===== config.mk =====
export PLATFORM = sky130hd
export DESIGN_NAME = rtcp_nack_packet_builder
export DESIGN_NICKNAME = d
export VERILOG_FILES = /design/src/rtl/core/rnpb_pkg.sv /design/src/rtl/core/rnpb_ram.sv /design/src/rtl/core/rnpb_front.sv /design/src/rtl/core/rnpb_jobq.sv /design/src/rtl/core/rnpb_back.sv /design/src/rtl/core/rtcp_nack_packet_builder.sv
export SDC_FILE = /design/constraint.sdc
export NUM_CORES = 1
export LEC_CHECK = 0
export BUFFER_PORTS_ARGS = -buffer_cell sky130_fd_sc_hd__buf_2
export CORE_ASPECT_RATIO = 0.7
export CORE_MARGIN = 2
export CORE_UTILIZATION = 40
export DETAILED_ROUTE_END_ITERATION = 8
export SYNTH_ARGS = -nofsm -noshare
export SYNTH_HDL_FRONTEND = slang
export SYNTH_HIERARCHICAL = 1
export SYNTH_SLANG_ARGS = --single-unit

===== constraint.sdc =====
create_clock -name clk -period 9.8 [get_ports clk]
set_input_delay 1.47 -clock clk [delete_from_list [all_inputs] [get_ports clk]]
set_output_delay 1.47 -clock clk [all_outputs]
set_load 0.005 [all_outputs]

===== src/rtl/core/rnpb_pkg.sv =====
`default_nettype none
package rnpb_pkg;

	// Field count width covers the whole supported range of the field limit (up to 63).
	localparam int unsigned JOB_CNT_W = 6;

	// Upper half of the header word: V=2, P=0, FMT=1, then PT=205.
	localparam logic [15:0] HDR_TOP = 16'h81CD;

	// Header (12 bytes) plus one field: the smallest packet worth building.
	localparam logic [16:0] MIN_PKT_BYTES = 17'd16;

	// A field covers the PID plus the 16 numbers after it.
	localparam logic [15:0] BLP_SPAN = 16'd16;

	typedef enum logic {
		CFG_SENDER_SSRC   = 1'b0,
		CFG_CAPACITY      = 1'b1
	} cfg_index_t;

	// One finished list, handed from the front to the back.
	typedef struct packed {
		logic [JOB_CNT_W-1:0] count;
		logic                 empty;
	} job_t;

endpackage
`default_nettype wire


===== src/rtl/core/rnpb_ram.sv =====
`default_nettype none
module rnpb_ram #(
	parameter int unsigned WIDTH = 32,
	parameter int unsigned DEPTH = 16
) (
	input  wire logic                                        clk,
	input  wire logic                                        we,
	input  wire logic [((DEPTH > 1) ? $clog2(DEPTH) : 1)-1:0] wr_addr,
	input  wire logic [WIDTH-1:0]                            wr_data,
	input  wire logic                                        rd_en,
	input  wire logic [((DEPTH > 1) ? $clog2(DEPTH) : 1)-1:0] rd_addr,
	output logic      [WIDTH-1:0]                            rd_data
);

	logic [WIDTH-1:0] mem_q [DEPTH];

	always_ff @(posedge clk) begin
		if (we) begin
			mem_q[wr_addr] <= wr_data;
		end
		if (rd_en) begin
			rd_data <= mem_q[rd_addr];
		end
	end

endmodule
`default_nettype wire


===== src/rtl/core/rnpb_front.sv =====
`default_nettype none
module rnpb_front
	import rnpb_pkg::*;
#(
	parameter int unsigned MAX_FIELDS = 16,
	localparam int unsigned ADDR_W = (MAX_FIELDS > 1) ? $clog2(MAX_FIELDS) : 1
) (
	input  wire logic              clk,
	input  wire logic              arst_n,
	input  wire logic              take,
	input  wire logic [15:0]       seq_number,
	input  wire logic              list_end,
	input  wire logic [15:0]       capacity,
	output logic                   ram_we,
	output logic      [ADDR_W-1:0] ram_addr,
	output logic      [31:0]       ram_data,
	output logic                   push,
	output job_t                   job
);

	logic [JOB_CNT_W-1:0] total_q, total_n;
	logic [15:0]          pid_q, pid_n;
	logic [15:0]          blp_q, blp_n;
	logic                 stop_q, stop_n;
	logic [15:0]          diff;
	logic [3:0]           bit_pos;
	logic [16:0]          need_bytes;

	always_comb begin
		total_n    = total_q;
		pid_n      = pid_q;
		blp_n      = blp_q;
		stop_n     = stop_q;
		diff       = seq_number - pid_q;
		bit_pos    = 4'(diff - 16'd1);
		need_bytes = MIN_PKT_BYTES + (17'(total_q) << 2);
		if (!stop_q) begin
			// Plain unsigned compare: a wrap back to zero opens a new field.
			if (total_q != '0 && seq_number > pid_q && diff <= BLP_SPAN) begin
				blp_n = blp_q | (16'd1 << bit_pos);
			end else if (total_q >= JOB_CNT_W'(MAX_FIELDS) ||
				need_bytes > {1'b0, capacity}) begin
				stop_n = 1'b1;
			end else begin
				pid_n   = seq_number;
				blp_n   = '0;
				total_n = total_q + 1'b1;
			end
		end
	end

	// The open field is rewritten on every word, so the store always holds its latest mask.
	assign ram_we    = take && (total_n != '0);
	assign ram_addr  = ADDR_W'(total_n - 1'b1);
	assign ram_data  = {pid_n, blp_n};
	assign push      = take && list_end;
	assign job.count = total_n;
	assign job.empty = (capacity < 16'(MIN_PKT_BYTES)) || (total_n == '0);

	always_ff @(posedge clk or negedge arst_n) begin
		if (!arst_n) begin
			total_q <= '0;
			pid_q   <= '0;
			blp_q   <= '0;
			stop_q  <= 1'b0;
		end else if (take) begin
			if (list_end) begin
				total_q <= '0;
				pid_q   <= '0;
				blp_q   <= '0;
				stop_q  <= 1'b0;
			end else begin
				total_q <= total_n;
				pid_q   <= pid_n;
				blp_q   <= blp_n;
				stop_q  <= stop_n;
			end
		end
	end

endmodule
`default_nettype wire


===== src/rtl/core/rnpb_jobq.sv =====
`default_nettype none
module rnpb_jobq
	import rnpb_pkg::*;
(
	input  wire logic clk,
	input  wire logic arst_n,
	input  wire logic push,
	input  wire job_t push_job,
	input  wire logic pop,
	output logic      not_empty,
	output job_t      head
);

	job_t       slot_q [2];
	logic       wr_ptr_q;
	logic       rd_ptr_q;
	logic [1:0] count_q;

	assign not_empty = (count_q != 2'd0);
	assign head      = slot_q[rd_ptr_q];

	always_ff @(posedge clk) begin
		if (push) begin
			slot_q[wr_ptr_q] <= push_job;
		end
	end

	always_ff @(posedge clk or negedge arst_n) begin
		if (!arst_n) begin
			wr_ptr_q <= 1'b0;
			rd_ptr_q <= 1'b0;
			count_q  <= 2'd0;
		end else begin
			if (push) begin
				wr_ptr_q <= ~wr_ptr_q;
			end
			if (pop) begin
				rd_ptr_q <= ~rd_ptr_q;
			end
			case ({push, pop})
				2'b10:   count_q <= count_q + 2'd1;
				2'b01:   count_q <= count_q - 2'd1;
				default: count_q <= count_q;
			endcase
		end
	end

endmodule
`default_nettype wire


===== src/rtl/core/rnpb_back.sv =====
`default_nettype none
module rnpb_back
	import rnpb_pkg::*;
#(
	parameter int unsigned MAX_FIELDS = 16,
	localparam int unsigned ADDR_W = (MAX_FIELDS > 1) ? $clog2(MAX_FIELDS) : 1
) (
	input  wire logic              clk,
	input  wire logic              arst_n,
	input  wire logic              job_valid,
	input  wire job_t              job,
	output logic                   pop,
	input  wire logic [31:0]       ssrc,
	output logic                   rd_en,
	output logic      [ADDR_W-1:0] rd_addr,
	input  wire logic [31:0]       rd_data,
	output logic                   active,
	output logic                   strobe,
	output logic      [31:0]       packet_word,
	output logic                   word_last,
	output logic                   packet_empty
);

	typedef enum logic [1:0] {
		ST_IDLE,
		ST_SSRC_SENDER,
		ST_SSRC_MEDIA,
		ST_FIELD
	} state_t;

	state_t               state_q;
	logic [JOB_CNT_W-1:0] count_q;
	logic [JOB_CNT_W-1:0] idx_q;
	logic [JOB_CNT_W-1:0] idx_next;

	assign idx_next = idx_q + 1'b1;
	assign pop      = (state_q == ST_IDLE) && job_valid;
	assign active   = (state_q != ST_IDLE);

	// Reads run one word ahead of the output register.
	always_comb begin
		rd_en   = 1'b0;
		rd_addr = ADDR_W'(idx_next);
		case (state_q)
			ST_SSRC_MEDIA: begin
				rd_en   = 1'b1;
				rd_addr = '0;
			end
			ST_FIELD: begin
				rd_en = (idx_next < count_q);
			end
			default: begin
				rd_en = 1'b0;
			end
		endcase
	end

	always_ff @(posedge clk or negedge arst_n) begin
		if (!arst_n) begin
			state_q      <= ST_IDLE;
			count_q      <= '0;
			idx_q        <= '0;
			strobe       <= 1'b0;
			packet_word  <= '0;
			word_last    <= 1'b0;
			packet_empty <= 1'b0;
		end else begin
			strobe       <= 1'b0;
			word_last    <= 1'b0;
			packet_empty <= 1'b0;
			case (state_q)
				ST_IDLE: begin
					if (job_valid) begin
						strobe <= 1'b1;
						if (job.empty) begin
							packet_word  <= '0;
							word_last    <= 1'b1;
							packet_empty <= 1'b1;
						end else begin
							packet_word <= {HDR_TOP, 16'(job.count) + 16'd2};
							count_q     <= job.count;
							state_q     <= ST_SSRC_SENDER;
						end
					end
				end
				ST_SSRC_SENDER: begin
					strobe      <= 1'b1;
					packet_word <= ssrc;
					state_q     <= ST_SSRC_MEDIA;
				end
				ST_SSRC_MEDIA: begin
					strobe      <= 1'b1;
					packet_word <= ssrc;
					idx_q       <= '0;
					state_q     <= ST_FIELD;
				end
				ST_FIELD: begin
					strobe      <= 1'b1;
					packet_word <= rd_data;
					idx_q       <= idx_next;
					if (idx_next == count_q) begin
						word_last <= 1'b1;
						state_q   <= ST_IDLE;
					end
				end
				default: begin
					state_q <= ST_IDLE;
				end
			endcase
		end
	end

endmodule
`default_nettype wire


===== src/rtl/core/rtcp_nack_packet_builder.sv =====
// Output: a list end pushes a job into the queue, and the back end registers the first
// packet word when it pops that job; all N+3 words (header, SSRC twice, N fields) follow
// back to back, one per cycle. An empty result is a single word.
// Throughput: one sequence number per cycle while busy is low, until list end; busy then
// stays high while the job is queued and the back end reads the store, one entry per cycle.
// Reset: arst_n clears list state, the queue, the sequencer and the output strobe at once.
`default_nettype none
module rtcp_nack_packet_builder
	import rnpb_pkg::*;
#(
	parameter int unsigned MAX_FIELDS = 16
) (
	input  wire logic        clk,
	input  wire logic        arst_n,
	input  wire logic        start,
	output logic             busy,
	input  wire logic [15:0] seq_number,
	input  wire logic        list_end,
	output logic             strobe,
	output logic      [31:0] packet_word,
	output logic             word_last,
	output logic             packet_empty,
	input  wire logic        cfg_we,
	input  wire logic        cfg_index,
	input  wire logic [31:0] cfg_data
);

	localparam int unsigned ADDR_W = (MAX_FIELDS > 1) ? $clog2(MAX_FIELDS) : 1;

	// Configuration registers: the user must change them only while idle; no guard here.
	logic [31:0] ssrc_q;
	logic [15:0] capacity_q;

	always_ff @(posedge clk or negedge arst_n) begin
		if (!arst_n) begin
			ssrc_q     <= '0;
			capacity_q <= 16'd1200;
		end else if (cfg_we) begin
			case (cfg_index_t'(cfg_index))
				CFG_SENDER_SSRC: ssrc_q     <= cfg_data;
				CFG_CAPACITY:    capacity_q <= cfg_data[15:0];
				default:         ssrc_q     <= ssrc_q;
			endcase
		end
	end

	// A word is taken whenever start is high and busy is low.
	logic take;
	assign take = start && !busy;

	// Front end: folds each sequence number into the open field and writes it to the store.
	logic              ram_we;
	logic [ADDR_W-1:0] ram_wr_addr;
	logic [31:0]       ram_wr_data;
	logic              push;
	job_t              push_job;

	rnpb_front #(
		.MAX_FIELDS(MAX_FIELDS)
	) u_front (
		.clk        (clk),
		.arst_n     (arst_n),
		.take       (take),
		.seq_number (seq_number),
		.list_end   (list_end),
		.capacity   (capacity_q),
		.ram_we     (ram_we),
		.ram_addr   (ram_wr_addr),
		.ram_data   (ram_wr_data),
		.push       (push),
		.job        (push_job)
	);

	// Field store: PID in the upper half, lost-packet mask in the lower half.
	logic              ram_rd_en;
	logic [ADDR_W-1:0] ram_rd_addr;
	logic [31:0]       ram_rd_data;

	rnpb_ram #(
		.WIDTH(32),
		.DEPTH(MAX_FIELDS)
	) u_field_store (
		.clk     (clk),
		.we      (ram_we),
		.wr_addr (ram_wr_addr),
		.wr_data (ram_wr_data),
		.rd_en   (ram_rd_en),
		.rd_addr (ram_rd_addr),
		.rd_data (ram_rd_data)
	);

	// Finished lists wait here until the back end is free.
	logic job_valid;
	logic pop;
	job_t head_job;

	rnpb_jobq u_jobq (
		.clk       (clk),
		.arst_n    (arst_n),
		.push      (push),
		.push_job  (push_job),
		.pop       (pop),
		.not_empty (job_valid),
		.head      (head_job)
	);

	// Back end: streams header, both SSRC words and the stored fields.
	logic back_active;

	rnpb_back #(
		.MAX_FIELDS(MAX_FIELDS)
	) u_back (
		.clk          (clk),
		.arst_n       (arst_n),
		.job_valid    (job_valid),
		.job          (head_job),
		.pop          (pop),
		.ssrc         (ssrc_q),
		.rd_en        (ram_rd_en),
		.rd_addr      (ram_rd_addr),
		.rd_data      (ram_rd_data),
		.active       (back_active),
		.strobe       (strobe),
		.packet_word  (packet_word),
		.word_last    (word_last),
		.packet_empty (packet_empty)
	);

	// The front end holds off while a packet is queued or being read out, since a new
	// list would overwrite store entries that are still to be sent.
	assign busy = job_valid || back_active;

	// A list end always leaves a job for the back end.
	a_end_makes_busy: assert property (@(posedge clk) disable iff (!arst_n)
		take && list_end |=> busy)
		else $error("list end did not raise busy");

	// The empty result is a single zero word that closes the packet.
	a_empty_word: assert property (@(posedge clk) disable iff (!arst_n)
		strobe && packet_empty |-> word_last && (packet_word == '0))
		else $error("malformed empty result");

	// Packet words come without gaps until the last one.
	a_no_gaps: assert property (@(posedge clk) disable iff (!arst_n)
		strobe && !word_last |=> strobe)
		else $error("gap inside a packet");

	// The store is never written while a packet is being read from it.
	a_no_store_clash: assert property (@(posedge clk) disable iff (!arst_n)
		ram_we |-> !back_active && !job_valid)
		else $error("field store written during readout");

endmodule
`default_nettype wire


Word level (Yosys, flattened, before mapping). Memory sizes are Yosys's and may differ from the RTL's. A register that Yosys moved wholly into a read port is not among the register bits. Index checks and enable logic that the tools add are counted.

Input bits: 54. Register bits: 140. Output and inout port bits: 36. Logic and storage cells: 110. Memories kept: 2. Memory bits (writable): 526.

Memories: u_field_store.mem_q (depth 16, bits a word 32, read ports 1, clocked after Yosys merged registers in 1, wr ports 1, line rnpb_ram.sv:15) `logic [WIDTH-1:0] mem_q [DEPTH];`; u_jobq.slot_q (depth 2, bits a word 7, read ports 1, clocked after Yosys merged registers in 0, wr ports 1, line rnpb_jobq.sv:14) `job_t slot_q [2];`.

Add/sub/neg operators: 9. Reductions and logical operators: 24. Bitwise logic cells: 5. Magnitude comparators: 6. Shifts and indexed selects: 1. Eq/ne operators: 9. Mux-type cells: 38.

Operators with widths (number): $mux 16 (8); $pmux 32 s3 (1); $mux 32 (2); $mux 6 (4); $gt 17x16->1 (1); $gt 16x16->1 (1); $le 16x5->1 const B (1); $lt 16x5->1 const B (1); $or 16x16->16 (1); $shl 1x4->16 const A (1); $sub 16x16->16 (1); $mux 1 (13); $add 6x1->6 const B (2); $pmux 6 s2 (1); $reduce_bool 6->1 (2); $add 5x8->9 const A (1); $pmux 2 s4 (1); $reduce_bool 2->1 (4); $sub 4x1->4 const B (2); $add 6x2->7 const B (1); $eq 2x2->1 const B (3); $eq 6x6->1 (1); $ge 6x5->1 const B (1); $logic_and 1x1->1 (6); other kinds (19) (32).

Logic depth before layout (Yosys ltp). Gate-level depths: netlist of the first run.

Word-level depth: 10. Mapped depth: 21. Gate-level depth less buffers: 19.

Cells and area by module. The synthesis of the first run kept the hierarchy.

By module, submodules not included: rnpb_ram (instances 1, area an instance 20155.6 um^2, seq. area each 16335.7 um^2, cells an instance 838); rnpb_front (instances 1, area an instance 3380.7 um^2, seq. area each 975.9 um^2, cells an instance 423); rnpb_back (instances 1, area an instance 2543.7 um^2, seq. area each 1226.2 um^2, cells an instance 249); rtcp_nack_packet_builder (instances 1, area an instance 1959.4 um^2, seq. area each 1206.2 um^2, cells an instance 106); rnpb_jobq (instances 1, area an instance 684.4 um^2, seq. area each 520.5 um^2, cells an instance 37).

Worst setup path after synthesis of the first run. Ideal clock, no wire load.

Kind: input to register. Start: input port seq_number[0]. End: memory u_field_store.mem_q[0][0] (enable). Stages on the path: 21. Arrival: 7585 ps. Path slack: 1754 ps. Required time: 9339 ps. Buffers on the path: 2. Library setup time: 461 ps. Path through: inv_1 -> ha_1 -> fa_1 -> inv_1 -> nor3_1 -> o21ai_0 -> o2bb2a_1 -> o2111ai_1 -> nor4_2 -> a21bo_2 -> buf_2 -> buf_2 -> xnor2_1 -> inv_1 -> ha_1 -> nand2_1 -> nor3_1 -> nand2_1 -> and3_1 -> or3b_2 -> nor3_1.

RTL lines: start: declaration (line rtcp_nack_packet_builder.sv:17) `input wire logic [15:0] seq_number,`; end: declaration (line rnpb_ram.sv:15).

==> metrics.log, run 1 <==
[metrics] outcome: finished, final reports clean
[metrics] number of flops mapped to enable cells by yosys: 558
[metrics] number of nets with antenna violations after detailed routing: 0
[metrics] # IOs: 90
[metrics] first-pass GRT wire length: 103000 um
[metrics] Clk Tree Root Cell: sky130_fd_sc_hd__clkbuf_16
[metrics] worst IR drop on VDD: 290.7 uV
[metrics] number of vias in the routed layout: 15.63k
[metrics] kind of critical path: primary input to register
[metrics] DPL Wire Length: 43450 um
[metrics] Slew headroom: 15.80%
[metrics] total setup violations reported at the end of the flow: 0
[metrics] worst-skew pair later-pin latency: 0.62 ns
[metrics] global-route track usage on met1: 29.44%
[metrics] Net count, final: 1859
[metrics] site row count: 82
[metrics] DRC violation total after the first TritonRoute iteration: 1759
[metrics] Setup TNS Final: 0 ns
[metrics] most frequent cells after synthesis: sky130_fd_sc_hd__edfxtp_1, sky130_fd_sc_hd__dfrtp_1, sky130_fd_sc_hd__mux4_2, sky130_fd_sc_hd__nand2_1, sky130_fd_sc_hd__a22oi_1
[metrics] number of setup buffers added after CTS: 0
[metrics] maximum number of pins on one net before global-route repair: 129
[metrics] fraction of layout instances using a drive strength above 1: 26.09%
[metrics] post-synthesis cell area: 0.02872 mm2
[metrics] Async SR Flop Fraction: 20.06%
[metrics] busiest metal layer after global routing: met1
[metrics] time the final worst path needs with I/O delays and setup: 7.049 ns
[metrics] RSZ-0062 raised after global routing: no
[metrics] RD Place Congestion: 0.9032
[metrics] DRC viols: 0
[metrics] GRT Overall Usage: 18.78%
[metrics] syn_nets: 1748
[metrics] critical path launch point type: primary input
[metrics] area added between synthesis and finish: 12.88%
[metrics] skew final: 0.02772 ns
[metrics] worst hold path class: register to register
[metrics] Avg Inst Size Synth: 17.38 um2
[metrics] Buffers on Ports: 89
[metrics] Final Hold Fails: 0
[metrics] mean number of vias per cell: 5.623
[metrics] worst-path cell chain: buf_2, inv_1, ha_1, fa_1, nor2b_1, o31a_1, o21ai_0, o211ai_1, o221ai_1, and3_1, a21bo_2, xnor2_1, inv_1, ha_1, nand2_1, nor3_1, nand2_1, and3_1, nand3_1, nor3_2, buf_4
[metrics] number of gates resized after cts: 0
[metrics] Hold Slack: 0.4589 ns
[metrics] Slowest cell on crit path: sky130_fd_sc_hd__nor3_2
[metrics] Arrival @ worst endpoint: 7.35 ns
[metrics] Yosys reg bits: 698
[metrics] count of synthesis-stage warnings from yosys: 6
[metrics] effective utilization at floorplan: 40.28%
[metrics] standby leakage power: 11.86 nW
[metrics] number of max-slew violations in the final report: 0
[metrics] area enclosed by the die boundary: 0.07400 mm2
[metrics] number of placed instances with taps included: 2667
[metrics] H-tree depth reported by CTS: 2
[metrics] met3 usage: 4.732%
[metrics] critical path required time: 10.10 ns
[metrics] TritonCTS clock tree: yes
[metrics] cells taking the most area after synthesis: sky130_fd_sc_hd__edfxtp_1, sky130_fd_sc_hd__dfrtp_1, sky130_fd_sc_hd__mux4_2, sky130_fd_sc_hd__a22oi_1, sky130_fd_sc_hd__mux2_4
[metrics] total overflow reported by the global router: 0
[metrics] GR Util met2: 26.18%
[metrics] Max Buffers Root-to-Sink: 3
[metrics] worst-case reg-to-reg path depth: 19
[metrics] number of antenna violations at the first check in global routing: 1
[metrics] width of the die: 324.3 um
[metrics] highest achievable clock rate: 141.9 MHz
[metrics] number of sinks driven by the clock tree: 698
[metrics] sequential area share after synthesis: 70.55%
[metrics] Tightest Pin Transition: 1.263 ns
[metrics] final period utilization: 71.93%
[metrics] predominant post-synthesis flop cell: sky130_fd_sc_hd__edfxtp_1
[metrics] Power Dens Cells: 274.5 mW/mm2
[metrics] Initial DRT Pass Iterations: 7
[metrics] worst hold path depth: 1
[metrics] crit end category: register
[metrics] cell with the most instances after synthesis: sky130_fd_sc_hd__edfxtp_1
[metrics] area of the core region: 0.07131 mm2
[metrics] gate count of the mapped netlist: 1653
[metrics] number of buffers created by CTS: 61
[metrics] MaxCap Viol Count: 0
[metrics] post-route insts no fill: 2780
[metrics] critical-path maximum fanout: 13
[metrics] cell accounting for the most synthesized area: sky130_fd_sc_hd__edfxtp_1
[metrics] WL final: 69150 um
[metrics] top cell type's share of synthesized area: 58.34%
[metrics] cts-stage hold buffer count: 0
[metrics] Worst path max stage delay: 0.99 ns
[metrics] number of global-route vias before repair: 15.58k
[metrics] clock input transition at the sequential cells of the worst setup and hold paths: 0.07 ns
[metrics] height of the die: 228.2 um
[metrics] unique cell type count in the Yosys netlist: 76
[metrics] WL/cell: 24.87 um
-- per-stage QoR --
stage	setup slack, ns	power [W]	util [%]	area [um2]
floorplan	1.754	0.005683	-	28720
global route	2.387	0.009334	45.47	32420
finish	2.751	0.008899	45.47	32420
CTS	2.894	0.008964	45.47	32420
detailed placement	2.273	0.006555	42.70	30440
global placement	2.442	0.006525	42.70	30440
-- area by class of cell --
class,instances,area [um2]
Clock inverter,37,345.3
Fill cell,6068,38880
Antenna cell,1,2.502
Multi-Input combinational cell,813,7946
Sequential cell,698,20260
Inverter,56,210.2
Timing Repair Buffer,134,814.5
Clock buffer,75,1630
Tap cell,966,1209
-- final timing paths --
check | slack (ns) | to | startpoint
worst min register to register | 0.46 | u_jobq/count_q[1] | u_jobq/count_q[1]
worst max register to register | 3.16 | u_field_store/mem_q[12][17] | u_front/total_q[2]
max in group asynchronous | 7.48 | ssrc_q[29] | arst_n
worst max-delay path | 2.75 | u_field_store/mem_q[12][17] | seq_number[0]
worst min-delay path | 0.46 | u_jobq/count_q[1] | u_jobq/count_q[1]
min in group asynchronous | 0.91 | u_back/state_q[1] | arst_n
-- critical path: cells and delay by family --
kind,cells,cell delay (ns)
buffers and inverters,4,0.95
AND/OR/NAND/NOR,8,2.21
XOR/XNOR,1,0.64
adder cells (fa/ha/maj),3,1.00
AO/OA/AOI/OAI,5,1.06
-- cells in the final DEF, fill, tap and decap left out, types with 8 or more instances in the layout --
master                      instances
sky130_fd_sc_hd__clkbuf_16         62
sky130_fd_sc_hd__inv_1             56
sky130_fd_sc_hd__nor2_1            21
sky130_fd_sc_hd__mux4_2           128
sky130_fd_sc_hd__o21ai_0           65
sky130_fd_sc_hd__clkinv_2          11
sky130_fd_sc_hd__a22oi_1           83
sky130_fd_sc_hd__mux2_2            41
sky130_fd_sc_hd__a221oi_1          13
sky130_fd_sc_hd__nand3_1           16
sky130_fd_sc_hd__xnor2_1           12
sky130_fd_sc_hd__edfxtp_1         558
sky130_fd_sc_hd__clkbuf_1          10
sky130_fd_sc_hd__mux2_4            36
sky130_fd_sc_hd__buf_4             43
sky130_fd_sc_hd__ha_1              40
sky130_fd_sc_hd__a21oi_1           35
sky130_fd_sc_hd__xor2_1            11
sky130_fd_sc_hd__a21o_1            13
sky130_fd_sc_hd__clkinv_1          13
sky130_fd_sc_hd__nor2_4            14
sky130_fd_sc_hd__dfrtp_1          136
sky130_fd_sc_hd__nand4_1            8
sky130_fd_sc_hd__nor3_1            13
sky130_fd_sc_hd__a22o_1            20
sky130_fd_sc_hd__buf_2             88
sky130_fd_sc_hd__nand2_1          128
-- cell families (layout without fill, tap and decap cells) --
| kind of cell | after synthesis | in the layout | share of synthesized area (%) |
|---|---|---|---|
| flops | 698 | 698 | 70.55 |
| compound gates | 280 | 280 | 6.682 |
| simple gates | 261 | 261 | 4.295 |
| mux | 208 | 208 | 13.63 |
| buf+inv | 142 | 302 | 2.330 |
| fa+ha+maj | 41 | 41 | 1.812 |
| xor+xnor | 23 | 23 | 0.7013 |
| other cells | 0 | 1 | 0 |
-- registers in the layout, summed over array words and instances, names as in the netlist --
| signal | flops |
|---|---|
| u_jobq/slot_q | 14 |
| u_back/packet_empty | 1 |
| u_field_store/rd_data | 32 |
| u_field_store/mem_q | 512 |
| u_back/count_q | 6 |
| u_jobq/rd_ptr_q | 1 |
| ssrc_q | 32 |
| u_back/strobe | 1 |
| u_back/packet_word | 32 |
| u_jobq/count_q | 2 |
| u_back/state_q | 2 |
| u_front/stop_q | 1 |
| u_jobq/wr_ptr_q | 1 |
| u_front/total_q | 6 |
| capacity_q | 16 |
| u_back/idx_q | 6 |
| u_front/blp_q | 16 |
| u_front/pid_q | 16 |
| u_back/word_last | 1 |
-- metal layers --
layer | up-vias | part of all wire [%]
met5 | - | 0
met4 | 0 | 1.8
met3 | 89 | 8.0
met2 | 548 | 43
met1 | 8230 | 47
li1 | 6766 | -
-- power breakdown --
part           internal (W)  switching [W]  total (W)
combinational       0.00115        0.00164    0.00278
clock               0.00134        0.00107    0.00240
sequential          0.00353       0.000184    0.00371
total               0.00601        0.00289    0.00890
(Power assumes the default switching activity.)
==> inputs of run 2 (changes only) <==
--- a/config.mk
+++ b/config.mk
@@ -5,6 +5,7 @@
 export SDC_FILE = /design/constraint.sdc
 export NUM_CORES = 1
 export LEC_CHECK = 0
+export ABC_AREA = 1
 export BUFFER_PORTS_ARGS = -buffer_cell sky130_fd_sc_hd__buf_2
 export CORE_ASPECT_RATIO = 0.7
 export CORE_MARGIN = 2
==> constraint.sdc (replaced) <==
create_clock -name clk -period 6 [get_ports clk]
set_input_delay 0.9 -clock clk [delete_from_list [all_inputs] [get_ports clk]]
set_output_delay 0.9 -clock clk [all_outputs]
set_load 0.005 [all_outputs]
==> metrics.log, run 2 <==
[metrics] Tightest Pin Transition: 1.097 ns (was 1.263 ns)
[metrics] Final Hold Fails: 0 (unchanged)
[metrics] standby leakage power: 16.24 nW (was 11.86 nW)
[metrics] number of sinks driven by the clock tree: 698 (unchanged)
[metrics] H-tree depth reported by CTS: 3 (was 2)
[metrics] final period utilization: 79.71%
[metrics] Setup TNS Final: 0 ns (unchanged)
[metrics] area enclosed by the die boundary: 0.08268 mm2 (was 0.07400 mm2)
[metrics] global-route track usage on met1: 32.42% (was 29.44%)
[metrics] site row count: 86 (was 82)
[metrics] RD Place Congestion: 0.8709 (was 0.9032)
[metrics] mean number of vias per cell: 4.962 (was 5.623)
[metrics] cts-stage hold buffer count: 0 (unchanged)
[metrics] effective utilization at floorplan: 40.64% (was 40.28%)
[metrics] first-pass GRT wire length: 126700 um (was 103000 um)
[metrics] DRC violation total after the first TritonRoute iteration: 2190 (was 1759)
[metrics] Max Buffers Root-to-Sink: 3 (unchanged)
[metrics] most used cells in the layout excluding fill and tap cells: sky130_fd_sc_hd__nand2_1, sky130_fd_sc_hd__edfxtp_1, sky130_fd_sc_hd__inv_1, sky130_fd_sc_hd__nand3_1, sky130_fd_sc_hd__dfrtp_1 (was sky130_fd_sc_hd__edfxtp_1, sky130_fd_sc_hd__dfrtp_1, sky130_fd_sc_hd__nand2_1, sky130_fd_sc_hd__mux4_2, sky130_fd_sc_hd__buf_2)
[metrics] cells taking the most area after synthesis: sky130_fd_sc_hd__edfxtp_1, sky130_fd_sc_hd__nand2_1, sky130_fd_sc_hd__dfrtp_1, sky130_fd_sc_hd__nand3_1, sky130_fd_sc_hd__inv_1 (was sky130_fd_sc_hd__edfxtp_1, sky130_fd_sc_hd__dfrtp_1, sky130_fd_sc_hd__mux4_2, sky130_fd_sc_hd__a22oi_1, sky130_fd_sc_hd__mux2_4)
[metrics] Initial DRT Pass Iterations: 6 (was 7)
[metrics] number of filler instances in the final layout: 7454 (was 6068)
[metrics] width of the die: 342.8 um (was 324.3 um)
[metrics] critical path launch point type: register (was primary input)
[metrics] Tot Pwr: 0.01850 W (was 0.008899 W)
[metrics] busiest metal layer after global routing: met1 (unchanged)
[metrics] critical path required time: 6.29 ns (was 10.10 ns)
[metrics] worst-path cell chain: inv_1, ha_1, ha_1, nand2_1, nor2_1, a21boi_0, o21a_1, o21ai_0, nand2_1, inv_1, nand2_4, nand2_2, nand2_4, ha_1, nand4_1, nor2_1, nor2_1, nand3_1, nor2_4, buf_4 (was buf_2, inv_1, ha_1, fa_1, nor2b_1, o31a_1, o21ai_0, o211ai_1, o221ai_1, and3_1, a21bo_2, xnor2_1, inv_1, ha_1, nand2_1, nor3_1, nand2_1, and3_1, nand3_1, nor3_2, buf_4)
[metrics] total overflow reported by the global router: 0 (unchanged)
[metrics] max FFs per register: 512 (unchanged)
[metrics] Yosys reg bits: 698 (unchanged)
[metrics] skew final: 0.03200 ns (was 0.02772 ns)
[metrics] Slew headroom: 26.84% (was 15.80%)
[metrics] Worst path max stage delay: 0.43 ns (was 0.99 ns)
[metrics] unique cell type count in the Yosys netlist: 47 (was 76)
[metrics] Diodes inserted: 0 (was 1)
[metrics] fraction of layout instances using a drive strength above 1: 8.709% (was 26.09%)
[metrics] Arrival @ worst endpoint: 5.07 ns (was 7.35 ns)
[metrics] highest achievable clock rate: 209.1 MHz
[metrics] most common cell after layout, fill and taps aside: sky130_fd_sc_hd__nand2_1 (was sky130_fd_sc_hd__edfxtp_1)
[metrics] count of synthesis-stage warnings from yosys: 6 (unchanged)
[metrics] number of vias in the routed layout: 22.39k (was 15.63k)
[metrics] worst-case reg-to-reg path depth: 20 (was 19)
[metrics] Power Dens Cells: 515.8 mW/mm2 (was 274.5 mW/mm2)
[metrics] Avg Inst Size Synth: 9.595 um2 (was 17.38 um2)
[metrics] maximum number of pins on one net before global-route repair: 183 (was 129)
[metrics] GR Util met2: 28.59% (was 26.18%)
[metrics] DPL Wire Length: 52760 um (was 43450 um)
[metrics] clock input transition at the sequential cells of the worst setup and hold paths: 0.06 ns (was 0.07 ns)
[metrics] number of antenna violations at the first check in global routing: 5 (was 1)
[metrics] total setup violations reported at the end of the flow: 0 (unchanged)
[metrics] WL/cell: 18.55 um (was 24.87 um)
[metrics] area of the core region: 0.07909 mm2 (was 0.07131 mm2)
[metrics] time the final worst path needs with I/O delays and setup: 4.783 ns
[metrics] area added between synthesis and finish: 11.58% (was 12.88%)
[metrics] Buffers on Ports: 89 (unchanged)
[metrics] number of setup buffers added after CTS: 0 (unchanged)
[metrics] number of nets with antenna violations after detailed routing: 0 (unchanged)
[metrics] top cell type's share of synthesized area: 52.13% (was 58.34%)
[metrics] DRC viols: 0 (unchanged)
[metrics] TritonCTS clock tree: yes (unchanged)
[metrics] GRT Overall Usage: 20.24% (was 18.78%)
[metrics] Clk Tree Root Cell: sky130_fd_sc_hd__clkbuf_16 (unchanged)
[metrics] met3 usage: 3.292% (was 4.732%)
[metrics] worst-skew pair later-pin latency: 0.64 ns (was 0.62 ns)
[metrics] register with the most flip-flops: u_field_store/mem_q (unchanged)
[metrics] number of global-route vias before repair: 20.31k (was 15.58k)
[metrics] capture instance of the worst register-to-register path: u_field_store/mem_q[15][3] (was u_field_store/mem_q[12][17])
[metrics] worst IR drop on VDD: 709.0 uV (was 290.7 uV)
[metrics] critical-path maximum fanout: 22 (was 13)
[metrics] sequential area share after synthesis: 63.04% (was 70.55%)
[metrics] height of the die: 241.2 um (was 228.2 um)
[metrics] predominant post-synthesis flop cell: sky130_fd_sc_hd__edfxtp_1 (unchanged)
[metrics] outcome: finished, final reports clean (unchanged)
[metrics] worst hold path class: primary input to async pin (was register to register)
[metrics] Hold Slack: 0.3465 ns (was 0.4589 ns)
[metrics] number of max-slew violations in the final report: 0 (unchanged)
[metrics] startpoint of the lowest-slack register-to-register path: u_front/total_q[2] (unchanged)
[metrics] Slowest cell on crit path: sky130_fd_sc_hd__dfrtp_1 (was sky130_fd_sc_hd__nor3_2)
[metrics] crit end category: register (unchanged)
[metrics] number of buffers created by CTS: 69 (was 61)
[metrics] number of flops mapped to enable cells by yosys: 558 (unchanged)
[metrics] RSZ-0062 raised after global routing: no (unchanged)
[metrics] cell accounting for the most synthesized area: sky130_fd_sc_hd__edfxtp_1 (unchanged)
[metrics] Async SR Flop Fraction: 20.06% (unchanged)
[metrics] WL final: 83700 um (was 69150 um)
[metrics] Net count, final: 3496 (was 1859)
[metrics] # IOs: 90 (unchanged)
[metrics] most frequent cells after synthesis: sky130_fd_sc_hd__nand2_1, sky130_fd_sc_hd__edfxtp_1, sky130_fd_sc_hd__inv_1 (was sky130_fd_sc_hd__edfxtp_1, sky130_fd_sc_hd__dfrtp_1, sky130_fd_sc_hd__mux4_2, sky130_fd_sc_hd__nand2_1, sky130_fd_sc_hd__a22oi_1)
[metrics] cell with the most instances after synthesis: sky130_fd_sc_hd__nand2_1 (was sky130_fd_sc_hd__edfxtp_1)
[metrics] post-synthesis cell area: 0.03214 mm2 (was 0.02872 mm2)
[metrics] kind of critical path: register to register (was primary input to register)
[metrics] MaxCap Viol Count: 0 (unchanged)
[metrics] number of gates resized after cts: 0 (unchanged)
[metrics] gate count of the mapped netlist: 3350 (was 1653)
[metrics] syn_nets: 3445 (was 1748)
[metrics] Worst R2R Setup Slack: 1.22 ns (was 3.16 ns)
run 2: changes by cell type in the layout (fill, tap and decap cells not counted), sizes merged, moves of 14 or more:
cell / delta
nand4: +19
o22ai: +19
nand2: +1038
mux2: -77
mux4: -128
nand3: +479
clkbuf: +19
a22oi: -83
nor2: +29
a221oi: -14
o21ai: -30
inv: +498
run 2: report_power, final:
group	internal (W)	total, W	switching [W]
Sequential	0.00623	0.00649	0.000262
Combinational	0.00191	0.00761	0.00570
Clock	0.00252	0.00440	0.00188
run 2: worst max path at each step:
| stage | start | to |
|---|---|---|
| after detailed placement | seq_number[0] | u_field_store/mem_q[15][10] |
| after global routing | u_front/total_q[2] | u_field_store/mem_q[15][3] |
| after global placement | seq_number[0] | u_field_store/mem_q[15][11] |
| after CTS | u_front/total_q[2] | u_field_store/mem_q[15][23] |
| after floorplan | seq_number[0] | u_field_store/mem_q[12][0] |
| final | u_front/total_q[2] | u_field_store/mem_q[15][3] |
run 2: per-layer routing:
metal,wire length (um),vias up
met1,40850,10590
met5,50,-
met2,34920,786
met3,6497,95
li1,-,10920
met4,1384,2
run 2: area by class of cell:
class                   instances  area, um2  share of cell area (%)
clock buffers                  94       1954                   5.449
repair buffers                132      899.6                   2.508
inverters                     554       2087                   5.819
well taps                    1056       1321                   3.684
flip-flops and latches        698      20260                   56.50
clock inverters                32      325.3                  0.9070
multi-input cells            1946       9014                   25.13
run 2: logic make-up (layout without fill, tap and decap cells):
kind of cell	Yosys count	in the layout	share of synthesized area [%]
compound gates	114	114	2.238
fa+ha+maj	41	41	1.619
flops	698	698	63.04
buf+inv	706	812	9.416
simple gates	1784	1784	23.49
xor+xnor	7	7	0.1907
run 2: per-stage QoR:
step	util [%]	instance area, um2	cells	worst slack (ns)
4_1_cts	45.35	35870	4512	1.247
2_1_floorplan	-	32140	3350	0.8276
3_5_place_dp	42.47	33590	4386	0.8079
5_1_grt	45.35	35870	4512	0.9535
6_report	45.35	35870	4512	1.217
3_3_place_gp	42.47	33590	4386	0.8826
run 2: critical path, delay by kind of cell (launching register included):
family                     cells  cell delay, ns
and+or+nand+nor               11            1.70
AOI/OAI and AO/OA              3            0.63
adders and majority gates      3            0.89
DFF                            1            0.43
buffers and inverters          3            0.77
